==> src/hdl/bwd_pkg.sv <==
// Shared types, codes and tables of the button and wheel event decoder.
`timescale 1ns / 1ps

package bwd_pkg;

  localparam int QDEPTH = 4;
  localparam int QPTR_W = 2;
  localparam int QCNT_W = 3;
  localparam int NSLOTS = 11;
  localparam int SLOT_W = 4;

  typedef enum logic [2:0] {
    ACT_KEY           = 3'd0,
    ACT_SCROLL_FRONT  = 3'd1,
    ACT_SCROLL_BACK   = 3'd2,
    ACT_CONTRAST_UP   = 3'd3,
    ACT_CONTRAST_DOWN = 3'd4
  } act_t;

  typedef enum logic [1:0] {
    STEP_NONE  = 2'd0,
    STEP_LEFT  = 2'd1,
    STEP_RIGHT = 2'd2
  } step_t;

  typedef enum logic [SLOT_W-1:0] {
    SLOT_FF         = 4'd0,
    SLOT_ACTION     = 4'd1,
    SLOT_PAUSE      = 4'd2,
    SLOT_REWIND     = 4'd3,
    SLOT_MENU       = 4'd4,
    SLOT_CTRL_DOWN  = 4'd5,
    SLOT_LET_DOWN   = 4'd6,
    SLOT_LET_UP     = 4'd7,
    SLOT_CTRL_UP    = 4'd8,
    SLOT_WHEEL_DOWN = 4'd9,
    SLOT_WHEEL_UP   = 4'd10
  } slot_t;

  localparam logic [6:0] KEY_WHEEL_R = 7'h13;
  localparam logic [6:0] KEY_WHEEL_L = 7'h26;
  localparam logic [6:0] KEY_ACTION  = 7'd28;
  localparam logic [6:0] KEY_CTRL    = 7'd29;
  localparam logic [6:0] KEY_Q       = 7'd16;
  localparam logic [6:0] KEY_S       = 7'd31;
  localparam logic [6:0] KEY_NONE    = 7'd0;

  localparam int BIT_FF     = 0;
  localparam int BIT_ACTION = 1;
  localparam int BIT_PAUSE  = 2;
  localparam int BIT_REWIND = 3;
  localparam int BIT_MENU   = 4;
  localparam int BIT_HOLD   = 5;
  localparam int BIT_WHEEL0 = 6;
  localparam int BIT_WHEEL1 = 7;

  typedef struct packed {
    logic [NSLOTS-1:0] slots;
    logic              action_down;
    logic [6:0]        letter;
    logic [6:0]        wheel_code;
  } cmd_t;

  typedef struct packed {
    act_t       action;
    logic [6:0] key_code;
    logic       key_down;
  } result_t;

  function automatic step_t wheel_step(input logic [1:0] old_ph, input logic [1:0] new_ph);
    step_t s;
    case ({old_ph, new_ph})
      4'b0001: s = STEP_LEFT;
      4'b0010: s = STEP_RIGHT;
      4'b0100: s = STEP_RIGHT;
      4'b0111: s = STEP_LEFT;
      4'b1000: s = STEP_LEFT;
      4'b1011: s = STEP_RIGHT;
      4'b1101: s = STEP_RIGHT;
      4'b1110: s = STEP_LEFT;
      default: s = STEP_NONE;
    endcase
    return s;
  endfunction

endpackage

==> src/hdl/button_and_wheel_event_decoder.sv <==
// Top level of the button and wheel event decoder.
`timescale 1ns / 1ps

// Turns keypad pin-change events into a run of zero to eleven action and key
// results, one per transfer, with tlast on the final result of each event.
// One event is taken every clock while the four-entry command queue has room;
// events that yield nothing leave no trace on the output. Results leave at one
// per clock while m_tready stays high, so an event's results (up to eleven)
// hold the output side until its run ends; the result sequencer reloads from the queue in the same
// cycle that it sends a run's final result.
module button_and_wheel_event_decoder (
  input  logic        clk,
  input  logic        rst,
  input  logic        s_tvalid,
  output logic        s_tready,
  input  logic [15:0] s_tdata,   // change_mask[7:0], pin_levels[15:8]
  output logic        m_tvalid,
  input  logic        m_tready,
  output logic [15:0] m_tdata,   // action[2:0], key_code[9:3], key_down[10], zero[15:11]
  output logic        m_tlast
);

  logic          q_push;
  logic          q_pop;
  logic          q_full;
  logic          q_valid;
  bwd_pkg::cmd_t q_in;
  bwd_pkg::cmd_t q_head;

  bwd_front u_front (
    .clk         (clk),
    .rst         (rst),
    .in_valid    (s_tvalid),
    .in_ready    (s_tready),
    .change_mask (s_tdata[7:0]),
    .pin_levels  (s_tdata[15:8]),
    .q_full      (q_full),
    .q_push      (q_push),
    .q_cmd       (q_in)
  );

  bwd_fifo u_fifo (
    .clk       (clk),
    .rst       (rst),
    .push      (q_push),
    .push_cmd  (q_in),
    .full      (q_full),
    .pop       (q_pop),
    .not_empty (q_valid),
    .head      (q_head)
  );

  bwd_back u_back (
    .clk       (clk),
    .rst       (rst),
    .q_valid   (q_valid),
    .q_head    (q_head),
    .q_pop     (q_pop),
    .out_valid (m_tvalid),
    .out_ready (m_tready),
    .out_data  (m_tdata),
    .out_last  (m_tlast)
  );

endmodule

==> src/hdl/bwd_front.sv <==
// Front end: accepts pin-change events, tracks wheel phase and queues result commands.
`timescale 1ns / 1ps

module bwd_front (
  input  logic          clk,
  input  logic          rst,
  input  logic          in_valid,
  output logic          in_ready,
  input  logic [7:0]    change_mask,
  input  logic [7:0]    pin_levels,
  input  logic          q_full,
  output logic          q_push,
  output bwd_pkg::cmd_t q_cmd
);

  logic                 wheel_known;
  logic [1:0]           wheel_phase;
  logic                 take;
  logic                 wheel_hit;
  logic [1:0]           now_phase;
  bwd_pkg::step_t       step;
  logic                 step_hit;

  assign in_ready  = !q_full;
  assign take      = in_valid && in_ready;
  assign wheel_hit = change_mask[bwd_pkg::BIT_WHEEL0] || change_mask[bwd_pkg::BIT_WHEEL1];
  assign now_phase = pin_levels[bwd_pkg::BIT_WHEEL1:bwd_pkg::BIT_WHEEL0];
  assign step      = bwd_pkg::wheel_step(wheel_phase, now_phase);
  assign step_hit  = wheel_hit && wheel_known && (step != bwd_pkg::STEP_NONE);

  always_comb begin
    q_cmd.slots = '0;
    q_cmd.slots[bwd_pkg::SLOT_FF] =
      change_mask[bwd_pkg::BIT_FF] && pin_levels[bwd_pkg::BIT_FF];
    q_cmd.slots[bwd_pkg::SLOT_ACTION] = change_mask[bwd_pkg::BIT_ACTION];
    q_cmd.slots[bwd_pkg::SLOT_PAUSE] =
      change_mask[bwd_pkg::BIT_PAUSE] && pin_levels[bwd_pkg::BIT_PAUSE];
    q_cmd.slots[bwd_pkg::SLOT_REWIND] =
      change_mask[bwd_pkg::BIT_REWIND] && pin_levels[bwd_pkg::BIT_REWIND];
    q_cmd.slots[bwd_pkg::SLOT_MENU] =
      change_mask[bwd_pkg::BIT_MENU] && pin_levels[bwd_pkg::BIT_MENU];
    q_cmd.slots[bwd_pkg::SLOT_CTRL_DOWN] = change_mask[bwd_pkg::BIT_HOLD];
    q_cmd.slots[bwd_pkg::SLOT_LET_DOWN]  = change_mask[bwd_pkg::BIT_HOLD];
    q_cmd.slots[bwd_pkg::SLOT_LET_UP]    = change_mask[bwd_pkg::BIT_HOLD];
    q_cmd.slots[bwd_pkg::SLOT_CTRL_UP]   = change_mask[bwd_pkg::BIT_HOLD];
    q_cmd.slots[bwd_pkg::SLOT_WHEEL_DOWN] = step_hit;
    q_cmd.slots[bwd_pkg::SLOT_WHEEL_UP]   = step_hit;
    q_cmd.action_down = !pin_levels[bwd_pkg::BIT_ACTION];
    q_cmd.letter      = pin_levels[bwd_pkg::BIT_HOLD] ? bwd_pkg::KEY_S : bwd_pkg::KEY_Q;
    q_cmd.wheel_code  = (step == bwd_pkg::STEP_LEFT) ? bwd_pkg::KEY_WHEEL_L
                                                     : bwd_pkg::KEY_WHEEL_R;
  end

  // drop events that yield no result
  assign q_push = take && (q_cmd.slots != '0);

  always_ff @(posedge clk) begin
    if (rst) begin
      wheel_known <= 1'b0;
      wheel_phase <= 2'd0;
    end else if (take && wheel_hit) begin
      wheel_known <= 1'b1;
      wheel_phase <= now_phase;
    end
  end

endmodule

==> src/hdl/bwd_fifo.sv <==
// Short command queue between the front and back ends.
`timescale 1ns / 1ps

module bwd_fifo (
  input  logic          clk,
  input  logic          rst,
  input  logic          push,
  input  bwd_pkg::cmd_t push_cmd,
  output logic          full,
  input  logic          pop,
  output logic          not_empty,
  output bwd_pkg::cmd_t head
);

  bwd_pkg::cmd_t                mem [bwd_pkg::QDEPTH];
  logic [bwd_pkg::QPTR_W-1:0]   wr_ptr;
  logic [bwd_pkg::QPTR_W-1:0]   rd_ptr;
  logic [bwd_pkg::QCNT_W-1:0]   count;

  assign full      = (count == bwd_pkg::QCNT_W'(bwd_pkg::QDEPTH));
  assign not_empty = (count != '0);
  assign head      = mem[rd_ptr];

  always_ff @(posedge clk) begin
    if (push) begin
      mem[wr_ptr] <= push_cmd;
    end
  end

  always_ff @(posedge clk) begin
    if (rst) begin
      wr_ptr <= '0;
      rd_ptr <= '0;
      count  <= '0;
    end else begin
      if (push) begin
        wr_ptr <= wr_ptr + 1'b1;
      end
      if (pop) begin
        rd_ptr <= rd_ptr + 1'b1;
      end
      case ({push, pop})
        2'b10:   count <= count + 1'b1;
        2'b01:   count <= count - 1'b1;
        default: count <= count;
      endcase
    end
  end

endmodule

==> src/hdl/bwd_back.sv <==
// Back end: walks the pending result slots of a command and drives the result stream.
`timescale 1ns / 1ps

module bwd_back (
  input  logic          clk,
  input  logic          rst,
  input  logic          q_valid,
  input  bwd_pkg::cmd_t q_head,
  output logic          q_pop,
  output logic          out_valid,
  input  logic          out_ready,
  output logic [15:0]   out_data,
  output logic          out_last
);

  logic [bwd_pkg::NSLOTS-1:0] pend;
  logic [bwd_pkg::NSLOTS-1:0] pend_next;
  logic [bwd_pkg::NSLOTS-1:0] low;
  bwd_pkg::cmd_t              cmd;
  logic                       emit;
  logic                       fin;
  logic [bwd_pkg::SLOT_W-1:0] idx;
  bwd_pkg::result_t           res;

  assign low  = pend & (~pend + 1'b1);
  assign fin  = ((pend & ~low) == '0);
  assign emit = (pend != '0) && (!out_valid || out_ready);
  assign q_pop = q_valid && ((pend == '0) || (emit && fin));

  always_comb begin
    idx = '0;
    for (int i = 0; i < bwd_pkg::NSLOTS; i++) begin
      if (low[i]) begin
        idx = bwd_pkg::SLOT_W'(i);
      end
    end
  end

  always_comb begin
    res.action   = bwd_pkg::ACT_KEY;
    res.key_code = bwd_pkg::KEY_NONE;
    res.key_down = 1'b0;
    case (bwd_pkg::slot_t'(idx))
      bwd_pkg::SLOT_FF:     res.action = bwd_pkg::ACT_SCROLL_FRONT;
      bwd_pkg::SLOT_ACTION: begin
        res.key_code = bwd_pkg::KEY_ACTION;
        res.key_down = cmd.action_down;
      end
      bwd_pkg::SLOT_PAUSE:  res.action = bwd_pkg::ACT_CONTRAST_DOWN;
      bwd_pkg::SLOT_REWIND: res.action = bwd_pkg::ACT_SCROLL_BACK;
      bwd_pkg::SLOT_MENU:   res.action = bwd_pkg::ACT_CONTRAST_UP;
      bwd_pkg::SLOT_CTRL_DOWN: begin
        res.key_code = bwd_pkg::KEY_CTRL;
        res.key_down = 1'b1;
      end
      bwd_pkg::SLOT_LET_DOWN: begin
        res.key_code = cmd.letter;
        res.key_down = 1'b1;
      end
      bwd_pkg::SLOT_LET_UP:  res.key_code = cmd.letter;
      bwd_pkg::SLOT_CTRL_UP: res.key_code = bwd_pkg::KEY_CTRL;
      bwd_pkg::SLOT_WHEEL_DOWN: begin
        res.key_code = cmd.wheel_code;
        res.key_down = 1'b1;
      end
      bwd_pkg::SLOT_WHEEL_UP: res.key_code = cmd.wheel_code;
      default: res.key_code = bwd_pkg::KEY_NONE;
    endcase
  end

  always_comb begin
    pend_next = pend;
    if (q_pop) begin
      pend_next = q_head.slots;
    end else if (emit) begin
      pend_next = pend & ~low;
    end
  end

  always_ff @(posedge clk) begin
    if (rst) begin
      pend <= '0;
    end else begin
      pend <= pend_next;
    end
  end

  always_ff @(posedge clk) begin
    if (q_pop) begin
      cmd <= q_head;
    end
  end

  always_ff @(posedge clk) begin
    if (rst) begin
      out_valid <= 1'b0;
    end else if (emit) begin
      out_valid <= 1'b1;
    end else if (out_ready) begin
      out_valid <= 1'b0;
    end
  end

  always_ff @(posedge clk) begin
    if (emit) begin
      out_data <= {5'd0, res.key_down, res.key_code, res.action};
      out_last <= fin;
    end
  end

  a_pop_has_data: assert property (@(posedge clk) disable iff (rst)
    q_pop |-> q_valid) else $error("pop from empty queue");

  a_no_reload_midrun: assert property (@(posedge clk) disable iff (rst)
    (pend != '0 && !(emit && fin)) |=> (pend == ($past(pend) & ~$past(low))) ||
                                        (pend == $past(pend)))
    else $error("command reloaded before its run finished");

  a_emit_onehot: assert property (@(posedge clk) disable iff (rst)
    emit |-> $onehot(low)) else $error("slot select not one-hot");

  a_hold_stalled: assert property (@(posedge clk) disable iff (rst)
    (out_valid && !out_ready) |=> !$past(emit))
    else $error("result overwritten while stalled");

endmodule
==> config.mk <==
export PLATFORM = sky130hd
export DESIGN_NAME = button_and_wheel_event_decoder
export DESIGN_NICKNAME = d
export VERILOG_FILES = /design/src/hdl/bwd_pkg.sv /design/src/hdl/button_and_wheel_event_decoder.sv /design/src/hdl/bwd_front.sv /design/src/hdl/bwd_fifo.sv /design/src/hdl/bwd_back.sv
export SDC_FILE = /design/constraint.sdc
export NUM_CORES = 1
export LEC_CHECK = 0
export BUFFER_PORTS_ARGS = -buffer_cell sky130_fd_sc_hd__buf_2
export CAP_MARGIN = 20
export CORE_ASPECT_RATIO = 1.25
export CORE_MARGIN = 3
export CORE_UTILIZATION = 53
export DETAILED_ROUTE_END_ITERATION = 16
export PLACE_DENSITY = 0.88
export SLEW_MARGIN = 0
export SYNTH_ARGS = -nofsm -noshare
export SYNTH_HDL_FRONTEND = slang
export SYNTH_SLANG_ARGS = --single-unit
export TNS_END_PERCENT = 100
==> constraint.sdc <==
create_clock -name clk -period 3.3 [get_ports clk]
set_input_delay 0.33 -clock clk [delete_from_list [all_inputs] [get_ports clk]]
set_output_delay 0.33 -clock clk [all_outputs]
set_load 0.005 [all_outputs]
==> results.md, run 1 <==
- The run finished with clean final reports.
- After detailed routing, the number of remaining DRC violations is 0.
- Yosys instantiated no cell more often than edfxtp_1.
- The clock net sink count is 83.
- The design internal power is 2.584 mW.
- The port buffer count is 32.
- The post-cts repair resize count is 0.
- The setup TNS is 0 ns.
- In this run, distinct cell masters in the synthesized netlist total 56.
- In the synthesized netlist the async set-or-reset flop fraction comes to 0.
- Of the available clock period, the critical path in the final layout requires 0.9476.
- The buffer count from post-CTS setup fixing is 0.
- From bottom edge to top edge, the die measures 100.1 um.
- Of the synthesized area, sequential elements account for 0.5998.
- Setup repair after global routing left no endpoint under its margin.
- The worst setup path is captured at a flip-flop.
- The routability congestion estimate from global placement is 0.9330.
- For this design the static power due to leakage is 1.571 nW.
- The worst setup path is launched from a flip-flop.
- The share of total power dissipated in the clock network is 0.164.
- The measured slew at the worst slew-check pin is around 0.74 ns.
- The most common flop cell mapped by yosys is edfxtp_1.
- The combinational power share is 0.454.
- The cell type with the highest aggregate area in the netlist is edfxtp_1.
- After layout, the minimum clock period comes to 3.127 ns.
- The biggest cell delay along the critical path is 0.63 ns.
- The die covers 0.008137 mm2.
- The post-detailed-routing wire length is 7.075 mm.
- The maximum fanout along the worst path is 14.
- After floorplanning, the core was divided into 33 placement rows.
- The worst hold-check path type is in2reg.
- The later pin in the worst-skew pair is clocked with a latency of roughly 0.37 ns.
- After clock tree synthesis, the clock-pin slew on the worst setup and hold paths is around 0.10 ns.
- For this configuration, the core starts out at a cell density of 0.5579.
- Walking the worst path, the cells encountered are or4_4 -> a2111oi_4 -> o22a_4 -> a21oi_4 -> inv_1 -> ha_1 -> inv_1 -> fa_1 -> xor2_1 -> or3_1 -> a21oi_1.
- The number of antenna violations at the first check in global routing is 0.
- The die is 81.29 um wide.
- The cell seen most often among critical-path stages is inv_1.
- Entering global routing, the biggest net connects 20 pins.
- For the worst setup path, the data required time is 3.59 ns.
- The power share of the sequential group is 0.382.
- The area taken by multi-input logic gates is 0.001346 mm2.
- The register cell area after layout is 0.002252 mm2.
- The number of global-route vias before repair is 2,416.
- The post-route antenna net violation count is 0.
- Of the cells placed in the final design, the portion with a size suffix greater than 1 is 0.2285.
- Setup slack on the worst reg-to-reg path comes out at 0.17 ns.
- The clock passes through at most 2 buffers.
- After the first detailed-routing iteration, the DRC count stood at 190.
- The CTS tree is yes.
- The switching power summed over all nets is 1.731 mW.
- Based on the critical path, the design can be clocked at up to between 0.3 and 0.4 GHz.
- For this run the aggregate overflow at the end of global routing stands at 0.
- The HPWL after detailed placement is 5.153 mm.
- The kind of critical path is reg2reg.
- The first-pass GRT wire length is between 10 and 15 mm.
- The number of fillers in the final layout is 514.
- Using the TritonRoute via totals, the vias-per-cell ratio works out to ~5.7.
- The number of nets in the finished design is roughly 360.
- The gate count of the mapped netlist is 298.
- The H-tree was split into 3 levels.
- Yosys printed 0 warnings.
- Relative to the synthesized area, the layout overhead comes to 11.30%.
- The core region is 0.006730 mm2.
- The largest vdd supply drop is between 0.4 and 0.5 mV.
- Dividing total power by cell area gives a power density of 1032 mW/mm2.
- The total count of max-transition violations in the final report is 0.
- The boundary pin count is 39.
- The max-capacitance violation count is 0.
- In the final routed layout, each cell accounts on average for 16.69 um.
- The mapped netlist covers 0.003755 mm2.
- The mean post-synth cell area is 12.60 um2.
- After clock tree synthesis, the flow added hold-fix buffers numbering 0.
- The count of inserted antenna diode cells is 0.
- The clock tree skew after final layout is 0.01125 ns.
- After synthesis the netlist holds a flip-flop and latch count of a little over 80.
- By count the netlist is led by edfxtp_1, dfxtp_1, nand2_1, nor2_1, inv_1.
- The total iterations of the first detailed-routing run is 4.
- The final standard cell count with taps included and fillers excluded is 424.
- The via count is 2,432.
- The number of enable-type register cells in the synthesized netlist is 59.
- The TritonCTS buffer count is 9.
- The cell type of the slowest stage on the worst timing path is or4_4.
- The arrival time at the worst endpoint is about 3.4 ns.
- The number of cells after detailed placement is 408.
- Ranked by total cell area, the synthesized netlist is headed by edfxtp_1, dfxtp_1, mux4_2, o21ai_0, nand2_1.
- The final setup violation count is 0.
- Of the post-synthesis cell area, the dominant cell type holds 0.4718.
- The tree is rooted in a clkbuf_8.
- The proportion of total power due to net switching is 0.4012.
- The total count of hold-check failures in the final report is 0.
- The overall global routing resource usage is 0.1903.
- In this run the tightest slew margin relative to its limit is 0.5053.
-- final timing paths --
check / to / depth (start not counted) / start
worst max-delay path: u_fifo.count[2]$_SDFFE_PP0P_ / 11 / u_back.pend[1]$_SDFFE_PP0P_
worst min-delay path: u_fifo.mem[3][9]$_DFFE_PP_ / 1 / s_tdata[13]
worst max register to register: u_fifo.count[2]$_SDFFE_PP0P_ / 11 / u_back.pend[1]$_SDFFE_PP0P_
worst min register to register: u_front.wheel_known$_SDFFE_PP0P_ / 2 / u_front.wheel_known$_SDFFE_PP0P_
-- critical path, delay by kind of cell (launching register included) --
family | cells | cell delay [ns]
DFF | 1 | 0.37
buffers and inverters | 2 | 0.16
adders and majority gates | 2 | 0.58
and+or+nand+nor | 2 | 0.95
xor gates and xnor gates | 1 | 0.17
AOI/OAI and AO/OA | 4 | 0.83
-- placed cells by master, fill, tap and decap left out, types with 7 or more instances in the layout --
cell type,instances
a21oi_1,10
dfxtp_1,24
edfxtp_1,59
buf_2,32
clkbuf_8,9
buf_4,7
mux4_2,11
inv_1,18
nor2_1,21
nand2_1,21
o21ai_0,17
-- per-layer routing --
metal / vias up / share of wire / global-route usage
met1: 1162 / 0.39 / 0.2188
met4: 0 / 0.023 / 0.1079
li1: 1168 / - / -
met5: - / 0 / 0
met3: 19 / 0.048 / 0.03411
met2: 83 / 0.53 / 0.3275
-- flip-flops by register name (all words and copies together), names as in the netlist, named ones only --
register             flops
u_front.wheel_phase      2
u_fifo.wr_ptr            2
u_back.out_last          1
u_back.out_data         10
u_fifo.count             3
u_front.wheel_known      1
u_back.out_valid         1
u_fifo.mem              44
u_back.cmd               4
u_fifo.rd_ptr            2
u_back.pend             11
-- per-stage QoR --
step	cell area [um2]	power (mW)	hold slack (ns)	setup slack, ns	util
2_1_floorplan	3774	3.111	0.4220	0.1911	-
3_3_place_gp	3978	3.542	0.4344	0.3153	0.5910
3_5_place_dp	3978	3.603	0.4439	0.1486	0.5910
4_1_cts	4169	4.313	0.1540	0.1239	0.6194
5_1_grt	4179	4.598	0.1581	0.01537	0.6209
6_report	4179	4.314	0.1727	0.1728	0.6209
-- power groups by stage --
stage	registers, mW	logic (mW)	clock network [mW]
after CTS	1.65	1.94	0.724
after detailed placement	1.67	1.93	0
final	1.65	1.96	0.706
after global routing	1.68	2.16	0.759
after floorplan	1.59	1.52	0
after global placement	1.66	1.88	0
-- layout make-up --
cell class,count,share of cell area
sequential,83,0.5389
multi-input combinational,181,0.3222
timing repair buffer,39,0.05090
clock buffer,9,0.02964
tap,87,0.02605
clock inverter,7,0.01617
inverter,18,0.01617
-- cell families after synthesis --
family / after synthesis / synth area share
DFF: 83 / 0.5998
buffers and inverters: 39 / 0.04931
muxes: 18 / 0.08531
adders and majority gates: 7 / 0.02466
other: 1 / 0.0009987
and+or+nand+nor: 79 / 0.1026
xor gates and xnor gates: 5 / 0.01166
AOI/OAI and AO/OA: 66 / 0.1256
Power figures use the tool's default switching activity.
==> inputs of run 2 (changes only) <==
==> constraint.sdc (replaced) <==
create_clock -name clk -period 3.3 [get_ports clk]
set_input_delay 0.825 -clock clk [delete_from_list [all_inputs] [get_ports clk]]
set_output_delay 0.825 -clock clk [all_outputs]
set_load 0.005 [all_outputs]
==> run 2 against run 1 <==
Against the previous run: power increased by 1.6%; utilization increased by 0.54 points; clock skew decreased by 0.0039 ns; sequential share of layout area decreased by 0.46 points; hold slack improved by 0.28 ns; cell area increased by 0.87%; non-clock buffer count increased by 2; fmax decreased by 0.86%; largest cell class unchanged.
==> results.md, run 2 (synthesis results as in run 1) <==
- Run status: finished, final reports clean (unchanged).
- The largest register by flop count is u_fifo.mem (unchanged).
- The port buffer count is 32 (unchanged).
- The average wire per cell in the routed design is 17.08 um (was 16.69 um).
- Commonest cells after routing, fill and taps aside: edfxtp_1, buf_2, dfxtp_1 (unchanged).
- The endpoint kind of the worst setup timing path is a flip-flop (unchanged).
- The total half-perimeter wirelength after legalization and detailed placement is 5.190 mm (was 5.153 mm).
- The buffer count from post-CTS setup fixing is 0 (unchanged).
- The initial core utilization is 0.5579 (unchanged).
- The DRC violation total after the first TritonRoute iteration is 185 (was 190).
- The total count of hold-check failures in the final report was 0 (unchanged).
- The clock net sink count was 83 (unchanged).
- The number of vias per cell was 5.817 (was 5.736).
- The max-capacitance violation count is 0 (unchanged).
- The first-pass GRT wire length came to 12.22 mm (was 11.51 mm).
- The layout cell share with drive strength beyond 1 is 0.2271 (was 0.2285).
- The number of flip-flops in the largest register is 44 (unchanged).
- The clock period minus final worst setup slack is 3.154 ns (was 3.127 ns).
- The total count of max-transition violations in the final report is 0 (unchanged).
- The DRC violation count after routing was 0 (unchanged).
- The number of global-route vias before repair is 2,473 (was 2,416).
- The overall global routing resource usage is 0.1989 (was 0.1903).
- The boundary pin count is 39 (unchanged).
- The number of fillers in the final layout is 490 (was 514).
- The setup TNS is 0 ns (unchanged).
- The total iterations of the first detailed-routing run is 5 (was 4).
- The end of the worst hold path is u_front.wheel_known$_SDFFE_PP0P_ (was u_fifo.mem[3][9]$_DFFE_PP_).
- The relative area change from synthesis to final layout is 12.26% (was 11.30%).
- The kind of critical path is reg2reg (unchanged).
- The post-route antenna net violation count is 0 (unchanged).
- The number of cell rows is 33 (unchanged).
- The startpoint kind of the worst setup timing path is a flip-flop (unchanged).
- RSZ-0062 raised after global routing: false (unchanged).
- The final setup violation count is 0 (unchanged).
- The x dimension of the die is 81.29 um (unchanged).
- The worst-case hold slack came to 0.4509 ns (was 0.1727 ns).
- The clock tree skew after final layout is 0.007367 ns (was 0.01125 ns).
- The pin count of the biggest net entering global routing is 20 (unchanged).
- The leakage power of the design came to 1.594 nW (was 1.571 nW).
- The area of the core is 0.006730 mm2 (unchanged).
- The clock root buffer is clkbuf_8 (unchanged).
- The worst flop-to-flop path startpoint is u_back.pend[0]$_SDFFE_PP0P_ (was u_back.pend[1]$_SDFFE_PP0P_).
- The post-cts repair resize count was 0 (unchanged).
- The part of the cycle the worst path needs is 0.9559 (was 0.9476).
- The clock edge transition at the registers on the reported setup and hold paths is 0.09 ns (was 0.10 ns).
- The count of inserted antenna diode cells came to 0 (unchanged).
- The worst reg2reg path depth was 11 (unchanged).
- The TritonCTS buffer count was 9 (unchanged).
- The end of the worst register-to-register path is u_fifo.count[2]$_SDFFE_PP0P_ (unchanged).
- The post-detailed-routing wire length is 7.275 mm (was 7.075 mm).
- The number of cells on the worst hold path came to 2 (was 1).
- The maximum fanout along the worst path is 14 (unchanged).
- The normalized max-slew margin came to 0.4905 (was 0.5053).
- The worst hold-check path type is reg2reg (was in2reg).
- The routability congestion estimate from global placement is 0.9247 (was 0.9330).
- The clock insertion delay at the later pin of the skew report is 0.35 ns (was 0.37 ns).
- The die span in y was 100.1 um (unchanged).
- The largest vdd supply drop is 0.5583 mV (was 0.4608 mV).
- The register-to-register setup slack was 0.15 ns (was 0.17 ns).
- The H-tree depth reported by CTS is 3 (unchanged).
- The hold buffer count at CTS is 0 (unchanged).
- The startpoint of the tightest hold check path is u_front.wheel_known$_SDFFE_PP0P_ (was s_tdata[13]).
- The power per unit of standard cell area came to 1039 mW/mm2 (was 1032 mW/mm2).
- The overall power after layout is 4.382 mW (was 4.314 mW).
- The most common library cell in the layout ignoring fill and taps is edfxtp_1 (unchanged).
- The via count is 2,478 (was 2,432).
- The number of antenna violations at the first check in global routing came to 0 (unchanged).
- The critical path launch point was u_back.pend[0]$_SDFFE_PP0P_ (was u_back.pend[1]$_SDFFE_PP0P_).
- The CTS tree is yes (unchanged).
- Largest registers ranked by flip-flop count: u_fifo.mem x44, u_back.pend x11, u_back.out_data x10 (unchanged).
- The measured slew at the worst slew-check pin is 0.7633 ns (was 0.7411 ns).
- The arrival time at the worst endpoint was 3.43 ns (was 3.42 ns).
- The number of nets in the finished design was 360 (was 358).
- The die area came to 0.008137 mm2 (unchanged).
- The maximum count of clock buffers along a single path is 2 (unchanged).
- The peak clock frequency supported by timing was 0.3170 GHz (was 0.3198 GHz).
- The data required time at the worst endpoint is 3.58 ns (was 3.59 ns).
- The remaining global-route overflow came to 0 (unchanged).
## run 2: final cells by class
cell class / instances / area [um2] / share of cell area
clock buffer: 9 / 123.9 / 0.02939
clock inverter: 7 / 98.84 / 0.02345
inverter: 18 / 67.56 / 0.01603
multi-input combinational: 181 / 1336 / 0.3170
sequential: 83 / 2252 / 0.5343
tap: 87 / 108.9 / 0.02582
timing repair buffer: 41 / 227.7 / 0.05402
## run 2: worst max-delay path by stage
stage	to	slack [ns]
after global routing	u_fifo.count[2]$_SDFFE_PP0P_	0.06
after floorplan	u_fifo.count[2]$_SDFFE_PP0P_	0.19
after CTS	u_fifo.count[2]$_SDFFE_PP0P_	0.17
after detailed placement	u_fifo.count[2]$_SDFFE_PP0P_	0.19
after global placement	u_fifo.count[2]$_SDFFE_PP0P_	0.28
final	u_fifo.count[2]$_SDFFE_PP0P_	0.15
## run 2: where the power goes
group          switching [mW]  internal [mW]
Combinational            1.13          0.807
Clock                   0.372          0.431
Sequential              0.157           1.48
## run 2: per-stage QoR
step	worst slack, ns	utilization	cells	cell area [um2]
after floorplan	0.1911	-	303	3774
after global placement	0.2767	0.5932	410	3993
after detailed placement	0.1852	0.5932	410	3993
after CTS	0.1728	0.6263	426	4215
after global routing	0.05971	0.6263	426	4215
final	0.1455	0.6263	426	4215
## run 2: layer usage
metal,vias up,GRT usage,part of all wire
li1,1173,-,-
met1,1223,0.2236,0.39
met2,76,0.3720,0.56
met3,6,0.04219,0.042
met4,0,0.05332,0.0096
met5,-,0,0
## run 2: critical path, stage by stage, from the launching register on
cell and delay, ns:
dfxtp_1 0.38, or4_4 0.65, a211oi_1 0.36, o21a_2 0.24
a21oi_4 0.13, inv_1 0.11, ha_1 0.19, inv_1 0.06
fa_1 0.38, xor2_1 0.16, or3_1 0.30, a21oi_1 0.14
==> inputs of run 3 (changes only) <==
ABC_CLOCK_PERIOD_IN_PS = 3300   (was unset)
CORE_UTILIZATION = 56   (was 53)
PLACE_DENSITY = 0.89   (was 0.88)
SLEW_MARGIN = 25   (was 0)
SYNTH_HIERARCHICAL = 1   (was unset)
==> run 3 against run 2 <==
Against the previous run: setup slack better by 0.071 ns; first-iteration DRC count is 68% higher; routed wire length is 67% higher; global-route usage is 0.47 points higher; sequential share of layout area is 6.5 points higher; synthesized cell count is 42% higher; largest cell class unchanged; largest power group is now sequential cells; highest routed layer unchanged.
==> results.md, run 3 <==
- The number of global-route vias before repair is 3,709 (was 2,473).
- The data required time at the worst endpoint is 3.64 ns (was 3.58 ns).
- The final setup violation count was 0 (unchanged).
- The remaining global-route overflow is 0 (unchanged).
- The number of flip-flops in the largest register came to 104 (was 44).
- The part of the cycle the worst path needs is 0.9345 (was 0.9559).
- The startpoint kind of the worst setup timing path is a flip-flop (unchanged).
- The CTS tree is yes (unchanged).
- The design internal power is 4.593 mW (was 2.718 mW).
- The maximum fanout along the worst path is 12 (was 14).
- RSZ-0062 raised after global routing: false (unchanged).
- The routability congestion estimate from global placement is 0.9048 (was 0.9247).
- The total count of max-transition violations in the final report was 0 (unchanged).
- The detailed-route wire length on metal 1 was 4.613 mm (was 2.833 mm).
- The endpoint kind of the worst setup timing path is a flip-flop (unchanged).
- The port buffer count is 33 (was 32).
- The relative area change from synthesis to final layout came to 11.54% (was 12.26%).
- The layout cell share with drive strength beyond 1 was 0.2457 (was 0.2271).
- The x dimension of the die came to 103.1 um (was 81.29 um).
- The number of vias per cell is 6.023 (was 5.817).
- The worst flop-to-flop path startpoint is u_back/pend[4]$_SDFFE_PP0P_ (was u_back.pend[0]$_SDFFE_PP0P_).
- The number of antenna violations at the first check in global routing was 0 (unchanged).
- The kind of critical path was reg2reg (unchanged).
- The DRC violation count after routing came to 0 (unchanged).
- The clock period minus final worst setup slack came to 3.084 ns (was 3.154 ns).
- The share of async-settable or async-resettable flops after synthesis is 0 (unchanged).
- The cell type with the highest aggregate area in the netlist is edfxtp_1 (unchanged).
- The DRC violation total after the first TritonRoute iteration came to 311 (was 185).
- Most numerous cell types in the synthesized netlist: edfxtp_1, buf_4, dfxtp_1, nand2_1, nor2_1 (was edfxtp_1, dfxtp_1, nand2_1, nor2_1, inv_1).
- The total length of routed met2 wires was 6.379 mm (was 4.068 mm).
- The clock tree skew after final layout is 0.006833 ns (was 0.007367 ns).
- The clock insertion delay at the later pin of the skew report is 0.41 ns (was 0.35 ns).
- The switching power summed over all nets is 1.928 mW (was 1.664 mW).
- The largest vdd supply drop was 0.5323 mV (was 0.5583 mV).
- The maximum count of clock buffers along a single path was 2 (unchanged).
- The number of cells on the worst hold path was 2 (unchanged).
- The end of the worst register-to-register path is u_fifo/count[2]$_SDFFE_PP0P_ (was u_fifo.count[2]$_SDFFE_PP0P_).
- The clock net sink count is 155 (was 83).
- The count of inserted antenna diode cells came to 0 (unchanged).
- The area of the core is 0.01130 mm2 (was 0.006730 mm2).
- The setup TNS came to 0 ns (unchanged).
- The initial core utilization is 0.5845 (was 0.5579).
- Run status: finished, final reports clean (unchanged).
- The combinational power share is 0.260 (was 0.443).
- The max-capacitance violation count is 0 (unchanged).
- The sequential element share of the synthesized area is 0.6684 (was 0.5998).
- The total standard cell area after synthesis is 0.006604 mm2 (was 0.003755 mm2).
- The measured slew at the worst slew-check pin is 0.8889 ns (was 0.7633 ns).
- The H-tree depth reported by CTS was 4 (was 3).
- The most common flop cell mapped by yosys was edfxtp_1 (unchanged).
- Largest cells by area after synthesis: edfxtp_1, dfxtp_1, mux4_2, buf_4, mux4_1 (was edfxtp_1, dfxtp_1, mux4_2, o21ai_0, nand2_1).
- The post-cts repair resize count is 0 (unchanged).
- The post-route antenna net violation count is 0 (unchanged).
- The worst hold-check path type is reg2reg (unchanged).
- The post-detailed-routing wire length was 12.12 mm (was 7.275 mm).
- The total count of hold-check failures in the final report is 0 (unchanged).
- The die span in y is 127.4 um (was 100.1 um).
- The via count was 3,608 (was 2,478).
- The register-to-register setup slack is 0.22 ns (was 0.15 ns).
- The average wire per cell in the routed design is 20.23 um (was 17.08 um).
- The leading cell type by number of instances after synthesis is edfxtp_1 (unchanged).
- The buffer count from post-CTS setup fixing is 0 (unchanged).
- The end of the worst hold path is u_front/wheel_known$_SDFFE_PP0P_ (was u_front.wheel_known$_SDFFE_PP0P_).
- The largest register by flop count is u_fifo/mem (was u_fifo.mem).
- The worst reg2reg path depth is 10 (was 11).
- The normalized max-slew margin is 0.3996 (was 0.4905).
- The clock root buffer was clkbuf_16 (was clkbuf_8).
- The leakage power of the design is 2.553 nW (was 1.594 nW).
- The overall global routing resource usage was 0.2036 (was 0.1989).
- The first-pass GRT wire length came to 19.58 mm (was 12.22 mm).
- The clock share of power is 0.302 (was 0.183).
- The total half-perimeter wirelength after legalization and detailed placement is 7.670 mm (was 5.190 mm).
- The number of nets in the finished design is 477 (was 360).
- Commonest cells after routing, fill and taps aside: edfxtp_1, buf_2, dfxtp_1 (unchanged).
- The post-synthesis cell type count is 59 (was 56).
- The TritonCTS buffer count is 17 (was 9).
- The top layer reached by signal wires is met4 (unchanged).
- The power per unit of standard cell area came to 885.3 mW/mm2 (was 1039 mW/mm2).
- The gate count of the mapped netlist is 423 (was 298).
- The peak clock frequency supported by timing is 0.3243 GHz (was 0.3170 GHz).
- The wire length on met3 came to 758 um (was 303 um).
- The power share of the sequential group came to 0.437 (was 0.373).
- The area fraction of the dominant cell type after synthesis is 0.5957 (was 0.4718).
- The number of enable-type register cells in the synthesized netlist was 131 (was 59).
- The worst-case hold slack came to 0.4753 ns (was 0.4509 ns).
- The mean post-synth cell area was 15.61 um2 (was 12.60 um2).
- The total iterations of the first detailed-routing run is 5 (unchanged).
- The die area is 0.01314 mm2 (was 0.008137 mm2).
- The most common library cell in the layout ignoring fill and taps is edfxtp_1 (unchanged).
- The number of cell rows is 43 (was 33).
- The hold buffer count at CTS is 0 (unchanged).
- The boundary pin count is 39 (unchanged).
- The pin count of the biggest net entering global routing came to 27 (was 20).
- The startpoint of the tightest hold check path is u_front/wheel_known$_SDFFE_PP0P_ (was u_front.wheel_known$_SDFFE_PP0P_).
- The number of synthesized register bits is 155 (was 83).
- The proportion of total power due to net switching is 0.2956 (was 0.3797).
- The arrival time at the worst endpoint was 3.42 ns (was 3.43 ns).
- The count of synthesis-stage warnings from yosys came to 6 (was 0).
- Largest registers ranked by flip-flop count: u_fifo/mem x104, u_back/cmd x15 (was u_fifo.mem x44, u_back.pend x11, u_back.out_data x10).
- The clock edge transition at the registers on the reported setup and hold paths is 0.06 ns (was 0.09 ns).
==> run 3: cell types whose count changed in the layout (fill, tap and decap cells not counted), moves of 6 or more <==
cell and change:
mux4_2 +9, mux4_1 +6, o21ai_0 -6, and2_1 +6
clkbuf_8 -9, clkbuf_16 +17, o21ai_2 +11, edfxtp_1 +72
==> run 3: power groups by stage <==
stage	Combinational [mW]	Sequential [mW]	Clock (mW)
floorplan	1.31	2.79	0
global placement	1.57	2.85	0
detailed placement	1.64	2.88	0
CTS	1.68	2.85	2.00
global route	1.86	2.89	2.09
finish	1.70	2.85	1.97
==> run 3: worst max-delay path by stage <==
| stage | from | to | slack (ns) | cells after the start |
|---|---|---|---|---|
| 3_3_place_gp | m_tready | u_fifo/count[2]$_SDFFE_PP0P_ | 0.41 | 10 |
| 5_1_grt | u_back/pend[1]$_SDFFE_PP0P_ | u_fifo/count[2]$_SDFFE_PP0P_ | 0.04 | 9 |
| 4_1_cts | u_back/pend[0]$_SDFFE_PP0P_ | u_fifo/count[2]$_SDFFE_PP0P_ | 0.18 | 10 |
| 2_1_floorplan | u_back/pend[1]$_SDFFE_PP0P_ | u_fifo/count[2]$_SDFFE_PP0P_ | 0.08 | 12 |
| 6_report | u_back/pend[4]$_SDFFE_PP0P_ | u_fifo/count[2]$_SDFFE_PP0P_ | 0.22 | 10 |
| 3_5_place_dp | u_back/pend[0]$_SDFFE_PP0P_ | u_fifo/count[1]$_SDFFE_PP0P_ | 0.30 | 9 |
==> run 3: kinds of logic after synthesis <==
group                      count (synthesis)  share of synthesized area
buffers and inverters                     59                    0.05627
DFF                                      155                     0.6684
and+or+nand+nor                           91                    0.07105
xor gates and xnor gates                   8                    0.01288
muxes                                     28                    0.09511
other                                      3                   0.001705
adders and majority gates                  6                    0.01250
AOI/OAI and AO/OA                         73                    0.08204
==> run 3: critical path: stages, from the launching register on <==
cell and delay (ns):
dfxtp_1 0.53, a211oi_1 0.14, o311ai_0 0.54, a221oi_1 0.20, o21ai_2 0.14, a21boi_2 0.14, ha_1 0.25, fa_1 0.42
xnor2_1 0.16, or3_1 0.31, a21oi_1 0.17
==> run 3: area by class of cell <==
| cell class | count | area (um2) |
|---|---|---|
| well taps | 135 | 168.9 |
| inverters | 14 | 52.55 |
| repair buffers | 46 | 262.8 |
| flip-flops and latches | 155 | 4414 |
| fillers | 754 | 3933 |
| clock inverters | 14 | 176.4 |
| multi-input cells | 217 | 1862 |
| clock buffers | 18 | 429.2 |
==> run 3: through the flow <==
step / instances / utilization / setup WS, ns / area (um2) / total power, mW
3_3_place_gp: 567 / 0.5975 / 0.4126 / 6750 / 4.425
5_1_grt: 599 / 0.6519 / 0.03787 / 7366 / 6.845
2_1_floorplan: 431 / - / 0.07624 / 6638 / 4.100
4_1_cts: 599 / 0.6511 / 0.1819 / 7356 / 6.540
3_5_place_dp: 567 / 0.5975 / 0.3010 / 6750 / 4.524
6_report: 599 / 0.6519 / 0.2161 / 7366 / 6.521
==> run 3: routing by layer <==
layer / up-vias / GRT usage
li1: 1654 / -
met1: 1771 / 0.2423
met2: 157 / 0.3389
met3: 26 / 0.05516
met4: 0 / 0.09909
met5: - / 0
